===== config.mk =====
export PLATFORM = sky130hd
export DESIGN_NAME = four_level_page_table_walker
export DESIGN_NICKNAME = d
export VERILOG_FILES = /design/src/hw/rtl/ptw_pkg.sv /design/src/hw/rtl/ptw_in_stage.sv /design/src/hw/rtl/ptw_walk_engine.sv /design/src/hw/rtl/ptw_out_stage.sv /design/src/hw/rtl/four_level_page_table_walker.sv
export SDC_FILE = /design/constraint.sdc
export NUM_CORES = 1
export LEC_CHECK = 0
export BUFFER_PORTS_ARGS = -buffer_cell sky130_fd_sc_hd__buf_2
export CAP_MARGIN = 15
export CORE_AREA = 2 2 211 233
export DETAILED_ROUTE_END_ITERATION = 12
export DIE_AREA = 0 0 213 235
export GPL_TIMING_DRIVEN = 0
export HOLD_SLACK_MARGIN = 0.06
export PLACE_DENSITY = 0.46
export SLEW_MARGIN = 20
export SYNTH_ARGS = -nofsm -noshare
export SYNTH_HDL_FRONTEND = slang
export SYNTH_HIERARCHICAL = 1
export SYNTH_SLANG_ARGS = --single-unit

===== constraint.sdc =====
create_clock -name clk -period 4.95 [get_ports clk]
set_input_delay 0.2475 -clock clk [delete_from_list [all_inputs] [get_ports clk]]
set_output_delay 0.2475 -clock clk [all_outputs]
set_load 0.1 [all_outputs]

===== src/hw/rtl/ptw_pkg.sv =====
// Shared types and constants for the four-level page table walker.
// Used by every module under hw/rtl; depends on nothing.
package ptw_pkg;

    localparam int VaWidth    = 48;
    localparam int EntryWidth = 64;
    localparam int AddrWidth  = 52;
    localparam int IdxWidth   = 9;

    // tdata of the slave side: virtual_address, entry_data
    localparam int InDataWidth  = 112;
    // tdata of the master side: address, page_size, zero fill
    localparam int OutDataWidth = 56;

    localparam int PageSizeBit = 7;

    typedef enum logic
    {
        CMD_START    = 1'b0,
        CMD_RESPONSE = 1'b1
    } command_t;

    typedef enum logic [1:0]
    {
        KIND_READ  = 2'd0,
        KIND_DONE  = 2'd1,
        KIND_FAULT = 2'd2,
        KIND_ERROR = 2'd3
    } kind_t;

    typedef enum logic [1:0]
    {
        SIZE_4K = 2'd0,
        SIZE_2M = 2'd1,
        SIZE_1G = 2'd2
    } page_size_t;

    // Level codes: level 4 is 3 down to level 1 is 0
    localparam logic [1:0] LVL_4 = 2'd3;
    localparam logic [1:0] LVL_3 = 2'd2;
    localparam logic [1:0] LVL_2 = 2'd1;
    localparam logic [1:0] LVL_1 = 2'd0;

    typedef struct packed
    {
        command_t              command;
        logic [VaWidth-1:0]    virtual_address;
        logic [EntryWidth-1:0] entry_data;
    } item_t;

    typedef struct packed
    {
        kind_t                result_kind;
        logic [AddrWidth-1:0] address;
        page_size_t           page_size;
    } result_t;

endpackage


===== src/hw/rtl/ptw_in_stage.sv =====
// Input register of the page table walker: captures one transfer per
// cycle while empty or while held_take frees it. Depends on ptw_pkg.
module ptw_in_stage
(
    input  logic          clk,
    input  logic          rst_n,
    input  logic          in_valid,
    output logic          in_ready,
    input  ptw_pkg::item_t in_item,
    output logic          held_valid,
    input  logic          held_take,
    output ptw_pkg::item_t held_item
);
    import ptw_pkg::*;

    logic  valid_reg;
    logic  valid_next;
    item_t item_reg;

    assign in_ready   = !valid_reg || held_take;
    assign valid_next = (in_valid && in_ready) || (valid_reg && !held_take);

    always_ff @(posedge clk or negedge rst_n)
    begin
        if (!rst_n)
        begin
            valid_reg <= 1'b0;
        end
        else
        begin
            valid_reg <= valid_next;
        end
    end

    always_ff @(posedge clk)
    begin
        if (in_valid && in_ready)
        begin
            item_reg <= in_item;
        end
    end

    assign held_valid = valid_reg;
    assign held_item  = item_reg;

endmodule


===== src/hw/rtl/ptw_walk_engine.sv =====
// Walk state and per-item decision logic of the page table walker.
// Depends on ptw_pkg; sits between ptw_in_stage and ptw_out_stage.
module ptw_walk_engine
(
    input  logic                            clk,
    input  logic                            rst_n,
    input  logic                            cfg_we,
    input  logic [ptw_pkg::AddrWidth-1:0]   cfg_wdata,
    input  logic                            advance,
    input  ptw_pkg::item_t                  item,
    output ptw_pkg::result_t                result
);
    import ptw_pkg::*;

    logic                 busy_reg;
    logic                 busy_next;
    logic [1:0]           level_reg;
    logic [1:0]           level_next;
    logic [VaWidth-1:0]   held_reg;
    logic [VaWidth-1:0]   held_next;
    logic [AddrWidth-1:0] base_reg;
    logic [1:0]           next_level;
    logic [IdxWidth-1:0]  next_index;
    logic                 huge_bit;

    assign next_level = level_reg - 2'd1;
    assign huge_bit   = item.entry_data[PageSizeBit];

    always_comb
    begin
        case (next_level)
            LVL_4:   next_index = held_reg[47:39];
            LVL_3:   next_index = held_reg[38:30];
            LVL_2:   next_index = held_reg[29:21];
            default: next_index = held_reg[20:12];
        endcase
    end

    always_comb
    begin
        busy_next          = busy_reg;
        level_next         = level_reg;
        held_next          = held_reg;
        result.result_kind = KIND_ERROR;
        result.address     = '0;
        result.page_size   = SIZE_4K;

        if (item.command == CMD_START)
        begin
            if (!busy_reg)
            begin
                busy_next          = 1'b1;
                level_next         = LVL_4;
                held_next          = item.virtual_address;
                result.result_kind = KIND_READ;
                // wraps modulo 2^52
                result.address     = base_reg + {{(AddrWidth-IdxWidth-3){1'b0}},
                                     item.virtual_address[47:39], 3'b000};
            end
        end
        else if (busy_reg)
        begin
            if (item.entry_data == '0)
            begin
                busy_next          = 1'b0;
                result.result_kind = KIND_FAULT;
            end
            else if (level_reg == LVL_3 && huge_bit)
            begin
                busy_next          = 1'b0;
                result.result_kind = KIND_DONE;
                result.address     = {item.entry_data[51:30], held_reg[29:0]};
                result.page_size   = SIZE_1G;
            end
            else if (level_reg == LVL_2 && huge_bit)
            begin
                busy_next          = 1'b0;
                result.result_kind = KIND_DONE;
                result.address     = {item.entry_data[51:21], held_reg[20:0]};
                result.page_size   = SIZE_2M;
            end
            else if (level_reg == LVL_1)
            begin
                busy_next          = 1'b0;
                result.result_kind = KIND_DONE;
                result.address     = {item.entry_data[51:12], held_reg[11:0]};
                result.page_size   = SIZE_4K;
            end
            else
            begin
                level_next         = next_level;
                result.result_kind = KIND_READ;
                // index times 8 never carries past the 4 KB frame
                result.address     = {item.entry_data[51:12], next_index, 3'b000};
            end
        end
    end

    always_ff @(posedge clk or negedge rst_n)
    begin
        if (!rst_n)
        begin
            busy_reg  <= 1'b0;
            level_reg <= LVL_1;
            held_reg  <= '0;
            base_reg  <= '0;
        end
        else
        begin
            if (advance)
            begin
                busy_reg  <= busy_next;
                level_reg <= level_next;
                held_reg  <= held_next;
            end
            if (cfg_we)
            begin
                base_reg <= cfg_wdata;
            end
        end
    end

    // A start taken while idle must leave the walker busy at the top level
    a_start_arms: assert property (@(posedge clk) disable iff (!rst_n)
        advance && item.command == CMD_START && !busy_reg
        |=> busy_reg && level_reg == LVL_4)
        else $error("start did not arm the walk");

    // A finished or faulted walk returns the walker to idle
    a_end_idles: assert property (@(posedge clk) disable iff (!rst_n)
        advance && (result.result_kind == KIND_DONE || result.result_kind == KIND_FAULT)
        |=> !busy_reg)
        else $error("walker still busy after walk ended");

    // A protocol error leaves the walk state untouched
    a_error_holds: assert property (@(posedge clk) disable iff (!rst_n)
        advance && result.result_kind == KIND_ERROR
        |=> busy_reg == $past(busy_reg) && level_reg == $past(level_reg))
        else $error("protocol error changed walk state");

    // Faults and errors carry a zero address and size
    a_fault_clean: assert property (@(posedge clk) disable iff (!rst_n)
        advance && (result.result_kind == KIND_FAULT || result.result_kind == KIND_ERROR)
        |-> result.address == '0 && result.page_size == SIZE_4K)
        else $error("fault or error with nonzero payload");

endmodule


===== src/hw/rtl/ptw_out_stage.sv =====
// Result register of the page table walker: holds one result until transfer.
// Depends on ptw_pkg.
module ptw_out_stage
(
    input  logic             clk,
    input  logic             rst_n,
    input  logic             load,
    output logic             load_ready,
    input  ptw_pkg::result_t load_result,
    output logic             out_valid,
    input  logic             out_ready,
    output ptw_pkg::result_t out_result
);
    import ptw_pkg::*;

    logic    valid_reg;
    logic    valid_next;
    result_t result_reg;

    assign load_ready = !valid_reg || out_ready;
    assign valid_next = load || (valid_reg && !out_ready);

    always_ff @(posedge clk or negedge rst_n)
    begin
        if (!rst_n)
        begin
            valid_reg <= 1'b0;
        end
        else
        begin
            valid_reg <= valid_next;
        end
    end

    always_ff @(posedge clk)
    begin
        if (load)
        begin
            result_reg <= load_result;
        end
    end

    assign out_valid  = valid_reg;
    assign out_result = result_reg;

endmodule


===== src/hw/rtl/four_level_page_table_walker.sv =====
// Four-level page table walker: one result per start or response item.
// Items pass the input, then the result register. Throughput: one item per
// cycle with m_tready high; the input and result registers let a new
// transfer in while a result waits. Reset: walker idle, table_base 0.
// Depends on ptw_pkg, ptw_in_stage, ptw_walk_engine, ptw_out_stage.
module four_level_page_table_walker
(
    input  logic                                clk,
    input  logic                                rst_n,
    input  logic                                cfg_we,
    input  logic [ptw_pkg::AddrWidth-1:0]       cfg_wdata,
    input  logic                                s_tvalid,
    output logic                                s_tready,
    // [47:0] virtual_address, [111:48] entry_data
    input  logic [ptw_pkg::InDataWidth-1:0]     s_tdata,
    // [0] command
    input  logic                                s_tuser,
    output logic                                m_tvalid,
    input  logic                                m_tready,
    // [51:0] address, [53:52] page_size, [55:54] zero
    output logic [ptw_pkg::OutDataWidth-1:0]    m_tdata,
    // [1:0] result_kind
    output logic [1:0]                          m_tuser
);
    import ptw_pkg::*;

    item_t   in_item;
    item_t   held_item;
    logic    held_valid;
    logic    advance;
    logic    load_ready;
    result_t step_result;
    result_t out_result;

    assign in_item.command         = command_t'(s_tuser);
    assign in_item.virtual_address = s_tdata[VaWidth-1:0];
    assign in_item.entry_data      = s_tdata[VaWidth+EntryWidth-1:VaWidth];

    // advance an item into the result register when there is room
    assign advance = held_valid && load_ready;

    ptw_in_stage u_in
    (
        .clk        (clk),
        .rst_n      (rst_n),
        .in_valid   (s_tvalid),
        .in_ready   (s_tready),
        .in_item    (in_item),
        .held_valid (held_valid),
        .held_take  (advance),
        .held_item  (held_item)
    );

    ptw_walk_engine u_engine
    (
        .clk       (clk),
        .rst_n     (rst_n),
        .cfg_we    (cfg_we),
        .cfg_wdata (cfg_wdata),
        .advance   (advance),
        .item      (held_item),
        .result    (step_result)
    );

    ptw_out_stage u_out
    (
        .clk         (clk),
        .rst_n       (rst_n),
        .load        (advance),
        .load_ready  (load_ready),
        .load_result (step_result),
        .out_valid   (m_tvalid),
        .out_ready   (m_tready),
        .out_result  (out_result)
    );

    assign m_tdata = {2'b00, out_result.page_size, out_result.address};
    assign m_tuser = out_result.result_kind;

endmodule

After elaboration in Yosys (flattened, before gate mapping)

Cells that the tools add are included.

Register bits: 274
Bits in latches: 0
RAM bits: 0
Memory bits (read-only): 0
Bits of input ports: 170
Word-level logic and storage cells: 70
Memories: 0

$add $sub $neg: 2
Multipliers: 0
Div/mod/pow operators: 0
Order comparisons: 0
Eq/ne operators: 11
Shift-type cells: 0
Multiplexer cells: 22
Bitwise gates (word level): 2
Reduce and logical (&&, ||, !) cells: 20

Operator list:

| operator                                                                | count |
|---|---|
| 54-bit two-way mux                                                      | 3 |
| 56-bit two-way mux                                                      | 2 |
| 64-bit logical NOT                                                      | 1 |
| 55-bit two-way mux                                                      | 1 |
| 53-bit two-way mux                                                      | 1 |
| 52-bit by 12-bit adder with 52-bit output                               | 1 |
| 9-bit case mux with 3 select lines                                      | 1 |
| 2-bit two-way mux                                                       | 8 |
| 2-bit inequality test, second input constant                            | 5 |
| 7-bit AND reduction                                                     | 1 |
| 2-bit == test, second input constant                                    | 3 |
| 1-bit logical AND                                                       | 6 |
| 1-bit two-way mux                                                       | 6 |
| 2-bit by 1-bit == test with 1-bit output, second input constant         | 2 |
| 1-bit logical NOT                                                       | 4 |
| 1-bit logical OR                                                        | 4 |
| 4-bit OR reduction                                                      | 1 |
| 3-bit AND reduction                                                     | 1 |
| 3-bit OR reduction                                                      | 1 |
| 2-bit logical NOT                                                       | 1 |
| 2-bit by 1-bit inequality test with 1-bit output, second input constant | 1 |
| 1-bit NOT                                                               | 2 |
| 2-bit by 1-bit subtractor with 2-bit output, second input constant      | 1 |

Depth between registers and ports, before layout

Gate-level depths: netlist of run 1.

Depth after elaboration: 9
Mapped depth: 10
Mapped depth without buffers: 9

Hierarchy

The synthesis of run 1 kept the hierarchy.

By module, submodules not included:

| module                       | times used | cells an instance | area an instance (µm²) |
|---|---|---|---|
| ptw_walk_engine              | 1          | 650               | 6602.6 |
| ptw_in_stage                 | 1          | 117               | 3447.1 |
| ptw_out_stage                | 1          | 59                | 1729.2 |
| four_level_page_table_walker | 1          | 4                 | 25.0 |

Worst setup path before layout of run 1

OpenSTA, ideal clock, no wires.

Kind: reg-to-reg
Start point: register u_out.valid_reg (netlist: u_out/out_valid)
End point: register u_in.item_reg (netlist bit u_in/held_item[0]), enable pin
Arrival: 3.897 ns
Required time: 4.557 ns
Setup slack: 0.659 ns
Stages on the path, launching flop included: 5
Clock period less this slack: 4.291 ns
Cells stage by stage: dfrtp_1 -> nand2b_4 -> and2_1 -> nand2b_4 -> and2_4

Word-level cells in the longest chain between the ends: 5

RTL lines:

| element                | RTL line                           | text |
|---|---|---|
| from (decl)            | ptw_out_stage.sv:16                | `logic valid_reg;` |
| from (signal assigned) | ptw_out_stage.sv:31                | `valid_reg <= valid_next;` |
| 1-bit logical NOT      | ptw_out_stage.sv:20                | `assign load_ready = !valid_reg \|\| out_ready;` |
| 1-bit logical OR       | ptw_out_stage.sv:20                |  |
| net load_ready         | four_level_page_table_walker.sv:31 | `logic load_ready;` |
| 1-bit logical AND      | four_level_page_table_walker.sv:40 | `assign advance = held_valid && load_ready;` |
| net advance            | four_level_page_table_walker.sv:30 | `logic advance;` |
| 1-bit logical OR       | ptw_in_stage.sv:20                 | `assign in_ready = !valid_reg \|\| held_take;` |
| net s_tready           | four_level_page_table_walker.sv:13 | `output logic s_tready,` |
| 1-bit logical AND      | ptw_in_stage.sv:37                 | `if (in_valid && in_ready)` |
| to (signal assigned)   | ptw_in_stage.sv:39                 | `item_reg <= in_item;` |
| to (decl)              | ptw_in_stage.sv:18                 | `item_t item_reg;` |

The timed path passes the listed nets, and every way through them passes these cells.
A chain may end at the register's enable or synchronous reset.

==> results.txt, run 1 <==
first-pass GRT wire length - 60300 um
Setup Viol. Count Final - 0
slew of the pin with the lowest slew margin - 1080 ps
share of the synthesized area in the top cell type - 43.0%
CP Max Fanout - 10
Worst Path Required - 5200 ps
synth unique cells - 61
Placer Congestion - 0.804
Startpoint Class - flip-flop
Worst Skew - 30.7 ps
Max Clk Rate - 254 MHz
CTS buffer count - 35
Pint - 5520 uW
final net count - 1453
commonest non-fill, non-tap cells in the layout - buf_2 (230), edfxtp_1 (169), dlygate4sd3_1 (168), dfrtp_1 (105), mux2_2 (103)
commonest non-fill, non-tap cell in the layout - buf_2
largest net degree at the start of global routing - 71
Power Dens Cells - 520 nW/um2
EDFF count, synth - 169
setup tns final - 0 ps
# H-tree levels - 2
clk_lat worst skew - 550 ps
Reg power frac - 38.1%
flops & latches, synth - 274
Layout area overhead - 42.4%
RSZ-0062 raised after global routing - no
area of the core - 47600 um2
crit share post-route - 79.7%
post-cts resize count - 0
Synth area leader - edfxtp_1
Port Buffers - 226
Psw - 3230 uW
Post-synth ARST share - 38.3%
initial core utilization - 24.8%
total chip power - 8750 uW
vias in the first global route - 9294
fin. max-slew vios - 0
Boundary Pins - 230
clock power share - 32.0%
non-filler instance count after layout - 1938
Worst-path clk slew - 60 ps
class of the worst hold path - in -> async
1st-pass router iterations - 5
Peak VDD IR - 0.240 mV
yosys warns - 6
Largest register FFs - 113
# DRC - 0
largest cells by area after synthesis - edfxtp_1 (43%), dfrtp_1 (22%), mux2_2 (9.8%), xor2_1 (1.8%), ha_1 (1.7%)
Final Hold Fails - 0
Post-DRT Antenna Nets - 0
Post-Synthesis Cell Area - 11800 um2
Antenna Cells - 0
Overflow after GRT - 0
Tmin final - 3940 ps
CTS root buffer - clkbuf_16
CP Capture Type - flip-flop
# clock sinks - 274
Comb power frac - 30.0%
status - completed
WL per Instance - 21.6 um
Arr. time, crit path - 4190 ps
DP Cell Count - 1706
CP Class - reg -> reg
slew margin rel. - 27.4%
hold buffers post-CTS - 168
CTS tree - done
Post-Route Utilization - 35.3%
WL final - 41800 um
synthesized area per cell - 14.2 um2
Die Ht - 235 um
vias per cell - 4.59
Rows - 84
GRT Util Overall - 16.7%
Sw Ratio - 36.9%
initial antenna violation count - 1
layout cells sized above 1 - 32.6%
CTS max path bufs - 3
Iter 0 DRT Violations - 743
Leak - 0.00672 uW
post-DP HPWL - 30000 um
top_reg_cell synth - edfxtp_1
Syn Inst Count - 830
post-CTS setup buffers - 0
overall die area - 50100 um2
sequential share of the synthesized area - 65.3%
Max-cap violations - 0
Die Wd - 213 um
total number of vias - 8899
cell type report:
type                            count  area, um2
Clock buffer                       43        968
Sequential cell                   274       7700
Inverter                           10       37.5
Buffer                             40        168
Fill cell                        4741      30800
Tap cell                          645        807
Multi-Input combinational cell    507       3900
Timing Repair Buffer              398       2920
Clock inverter                     21        304
worst paths after layout:
kind / slack (ps) / depth (start not counted) / start / end
min reg2reg: 460 / 1 / u_in/held_item[97] / u_engine/held_reg[33]
max: 1010 / 7 / u_in/held_item[21] / u_out/out_result[25]
min in group clk: 350 / 2 / cfg_we / u_engine/base_reg[51]
min: 170 / 2 / rst_n / u_engine/base_reg[5]
max in group asynchronous: 4070 / 3 / rst_n / u_engine/base_reg[18]
max reg2reg: 1010 / 7 / u_in/held_item[21] / u_out/out_result[25]
layer usage:
| metal | vias up | GRT usage, % | routed length, um |
|---|---|---|---|
| met3 | 62 | 3.01 | 2440 |
| li1 | 4074 | - | - |
| met1 | 4460 | 20.9 | 17400 |
| met2 | 303 | 29.0 | 21000 |
| met4 | 0 | 4.85 | 938 |
| met5 | - | 0 | 0 |
logic make-up after synthesis:
logic type	count (synthesis)	share of synthesized area, %
AND/OR/NAND/NOR	207	9.99
other	1	0.0318
multiplexers	118	11.1
AO/OA/AOI/OAI	133	7.80
XOR/XNOR	30	2.23
adder cells (fa/ha/maj)	17	1.87
flip-flops	274	65.3
buffers and inverters	50	1.74
power by group through the flow:
stage	logic (uW)	registers [uW]	clock network, uW
floorplan	970	4140	0
global placement	2490	3390	0
detailed placement	2530	3390	0
CTS	2640	3340	2890
global route	2790	3380	2980
finish	2620	3330	2800
stage by stage:
stage / instance area, um2 / hold WS [ps] / worst slack [ps]
floorplan: 11800 / -48.1 / 659
global placement: 13700 / 426 / -148
detailed placement: 13900 / 192 / 1160
CTS: 16800 / 159 / 1130
global route: 16800 / 186 / 995
finish: 16800 / 169 / 1010
critical path, cell delays in order, from the launching register on:
cell and delay (ps):
edfxtp_1 450, nor4_1 930, nand4_1 250, nor4_1 950, or2_2 240, clkbuf_1 330, buf_2 320, o22ai_1 170
synthesized netlist by cell type (all sizes together), types with 3 or more instances:
cell type  number
ha             16
a32oi           3
a21o            7
and2            7
edfxtp        169
o311ai          3
o211ai         13
o2111ai         9
nor4           24
nand2          53
nand2b          6
a32o            3
nor2           39
a21oi          22
and3           11
nand4          14
o21ai          23
a222oi          9
buf            12
a221o           3
inv            10
mux2i          15
nand3          20
or2             4
dfrtp         105
xnor2           6
nor3           12
and4            5
a31oi           5
o22ai          21
or4             6
xor2           24
clkbuf         28
mux2          103
(Power assumes the default switching activity.)
==> run 2, diff against run 1 <==
- ABC_AREA: not set -> 1
- CORE_AREA: 2 2 211 233 -> 2 2 219 243
- DIE_AREA: 0 0 213 235 -> 0 0 221 245
- PLACE_DENSITY: 0.46 -> 0.47
- clock period: 4.95 -> 3.6 ns (I/O delays scaled with it)
==> results.txt, run 2 <==
CTS buffer count - 31
sequential share of the synthesized area - 60.2%
slew margin rel. - 45.9%
Peak VDD IR - 0.429 mV
fin. max-slew vios - 0
CP Capture Type - flip-flop
Post-synth ARST share - 38.3%
commonest cells in the netlist - nand2_1 (331), edfxtp_1 (169), nor2_1 (131), nand3_1 (123), inv_1 (118)
CP Max Fanout - 10
Worst Skew - 15.7 ps
post-CTS setup buffers - 0
share of the synthesized area in the top cell type - 39.7%
Max-cap violations - 0
synth unique cells - 36
Post-Route Utilization - 34.1%
CTS max path bufs - 3
Largest register FFs - 113
synthesized area per cell - 9.87 um2
Area after DPL - 15000 um2
WL per Instance - 18.9 um
first-pass GRT wire length - 67800 um
post-cts resize count - 0
Synth area leader - edfxtp_1
flops & latches, synth - 274
Die Wd - 221 um
final instance area - 17700 um2
class of the worst hold path - in -> async
1st-pass router iterations - 5
Placer Congestion - 0.878
Post-DRT Antenna Nets - 0
GRT Util Overall - 16.7%
Setup Viol. Count Final - 0
initial core utilization - 24.7%
Startpoint Class - flip-flop
EDFF count, synth - 169
CP Class - reg -> reg
initial antenna violation count - 2
Layout area overhead - 38.2%
crit share post-route - 75.8%
vias per cell - 4.36
clk_lat worst skew - 580 ps
status - completed
Boundary Pins - 230
# DRC - 0
Power Dens Cells - 653 nW/um2
Leak - 0.00761 uW
area of the core - 51900 um2
Syn Inst Count - 1296
yosys warns - 6
most frequent cell after synthesis - nand2_1
commonest non-fill, non-tap cell in the layout - nand2_1
post-DP HPWL - 35500 um
Overflow after GRT - 0
Worst-path clk slew - 60 ps
final net count - 1920
Post-Synthesis Cell Area - 12800 um2
reg2reg setup slack - 870 ps
vias in the first global route - 11000
hold_ws - 93.2 ps
Max Clk Rate - 366 MHz
RSZ-0062 raised after global routing - no
layout cells sized above 1 - 23.1%
Port Buffers - 226
hold buffers post-CTS - 168
Worst Path Required - 4060 ps
largest cells by area after synthesis - edfxtp_1 (40%), dfrtp_1 (21%), nand2_1 (9.7%), nand3_1 (4.8%), mux2_2 (4.7%)
top_reg_cell synth - edfxtp_1
Final WS setup - 870 ps
dpl ws - 844 ps
WL final - 45900 um
Final Hold Fails - 0
Arr. time, crit path - 3190 ps
total number of vias - 10600
CTS tree - done
largest net degree at the start of global routing - 71
slew of the pin with the lowest slew margin - 811 ps
Rows - 88
Die Ht - 245 um
commonest non-fill, non-tap cells in the layout - nand2_1 (330), buf_2 (243), edfxtp_1 (169), dlygate4sd3_1 (168), nor2_1 (131)
Iter 0 DRT Violations - 460
# H-tree levels - 1
total chip power - 11500 uW
Antenna Cells - 0
# clock sinks - 274
CTS root buffer - clkbuf_16
Tmin final - 2730 ps
overall die area - 54100 um2
## run 2: logic make-up (layout without fill, tap and decap cells)
family / count (synthesis) / count (layout) / synth area share (%)
buf+inv: 166 / 626 / 5.16
simple gates: 663 / 663 / 22.9
compound gates: 113 / 113 / 4.64
flops: 274 / 274 / 60.2
other cells: 1 / 2 / 0.0293
mux: 62 / 62 / 5.37
fa+ha+maj: 17 / 17 / 1.72
## run 2: cell type report
| class | count | area [um2] |
|---|---|---|
| fillers | 5340 | 34200 |
| flip-flops and latches | 274 | 7710 |
| multi-input cells | 857 | 4460 |
| inverters | 124 | 469 |
| clock inverters | 15 | 133 |
| well taps | 675 | 845 |
| plain buffers | 42 | 195 |
| clock buffers | 42 | 827 |
| repair buffers | 403 | 3040 |
## run 2: layer usage
| metal | GRT usage, % | share of wire, % | up-vias |
|---|---|---|---|
| li1 | - | - | 5214 |
| met2 | 30.0 | 51 | 244 |
| met4 | 4.93 | 2.8 | 4 |
| met5 | 0 | 0.059 | - |
| met1 | 20.8 | 43 | 5080 |
| met3 | 2.21 | 3.6 | 64 |
## run 2: critical path: stages, from the launching register on
cell	delay, ps
edfxtp_1	320
buf_2	270
clkbuf_1	530
inv_1	100
ha_1	220
nand2_1	160
buf_2	320
buf_2	310
mux2_2	360
## run 2: through the flow
step | TNS, ps | instances
after detailed placement | 0 | 2207
after floorplan | -30180 | 1297
after global placement | -176500 | 2198
after global routing | 0 | 2432
final | 0 | 2432
after CTS | 0 | 2432
## run 2: power by group
group          total, uW  switching [uW]  leakage, uW  internal [uW]
combinational       3970            2860      0.00427           1120
clock               3060            1310     0.000465           1750
sequential          4510             415      0.00288           4090
## run 2: path summary, 6_finish.rpt
| kind | start | endpoint | cells past startpoint |
|---|---|---|---|
| worst max register to register | u_in/held_item[112] | u_engine/held_reg[34] | 8 |
| max in group asynchronous | rst_n | u_engine/base_reg[35] | 3 |
| worst min register to register | u_in/held_item[83] | u_engine/held_reg[19] | 1 |
| worst max-delay path | u_in/held_item[112] | u_engine/held_reg[34] | 8 |
| worst min-delay path | rst_n | u_engine/held_reg[0] | 2 |
| min in group clk | s_tdata[23] | u_in/held_item[87] | 2 |
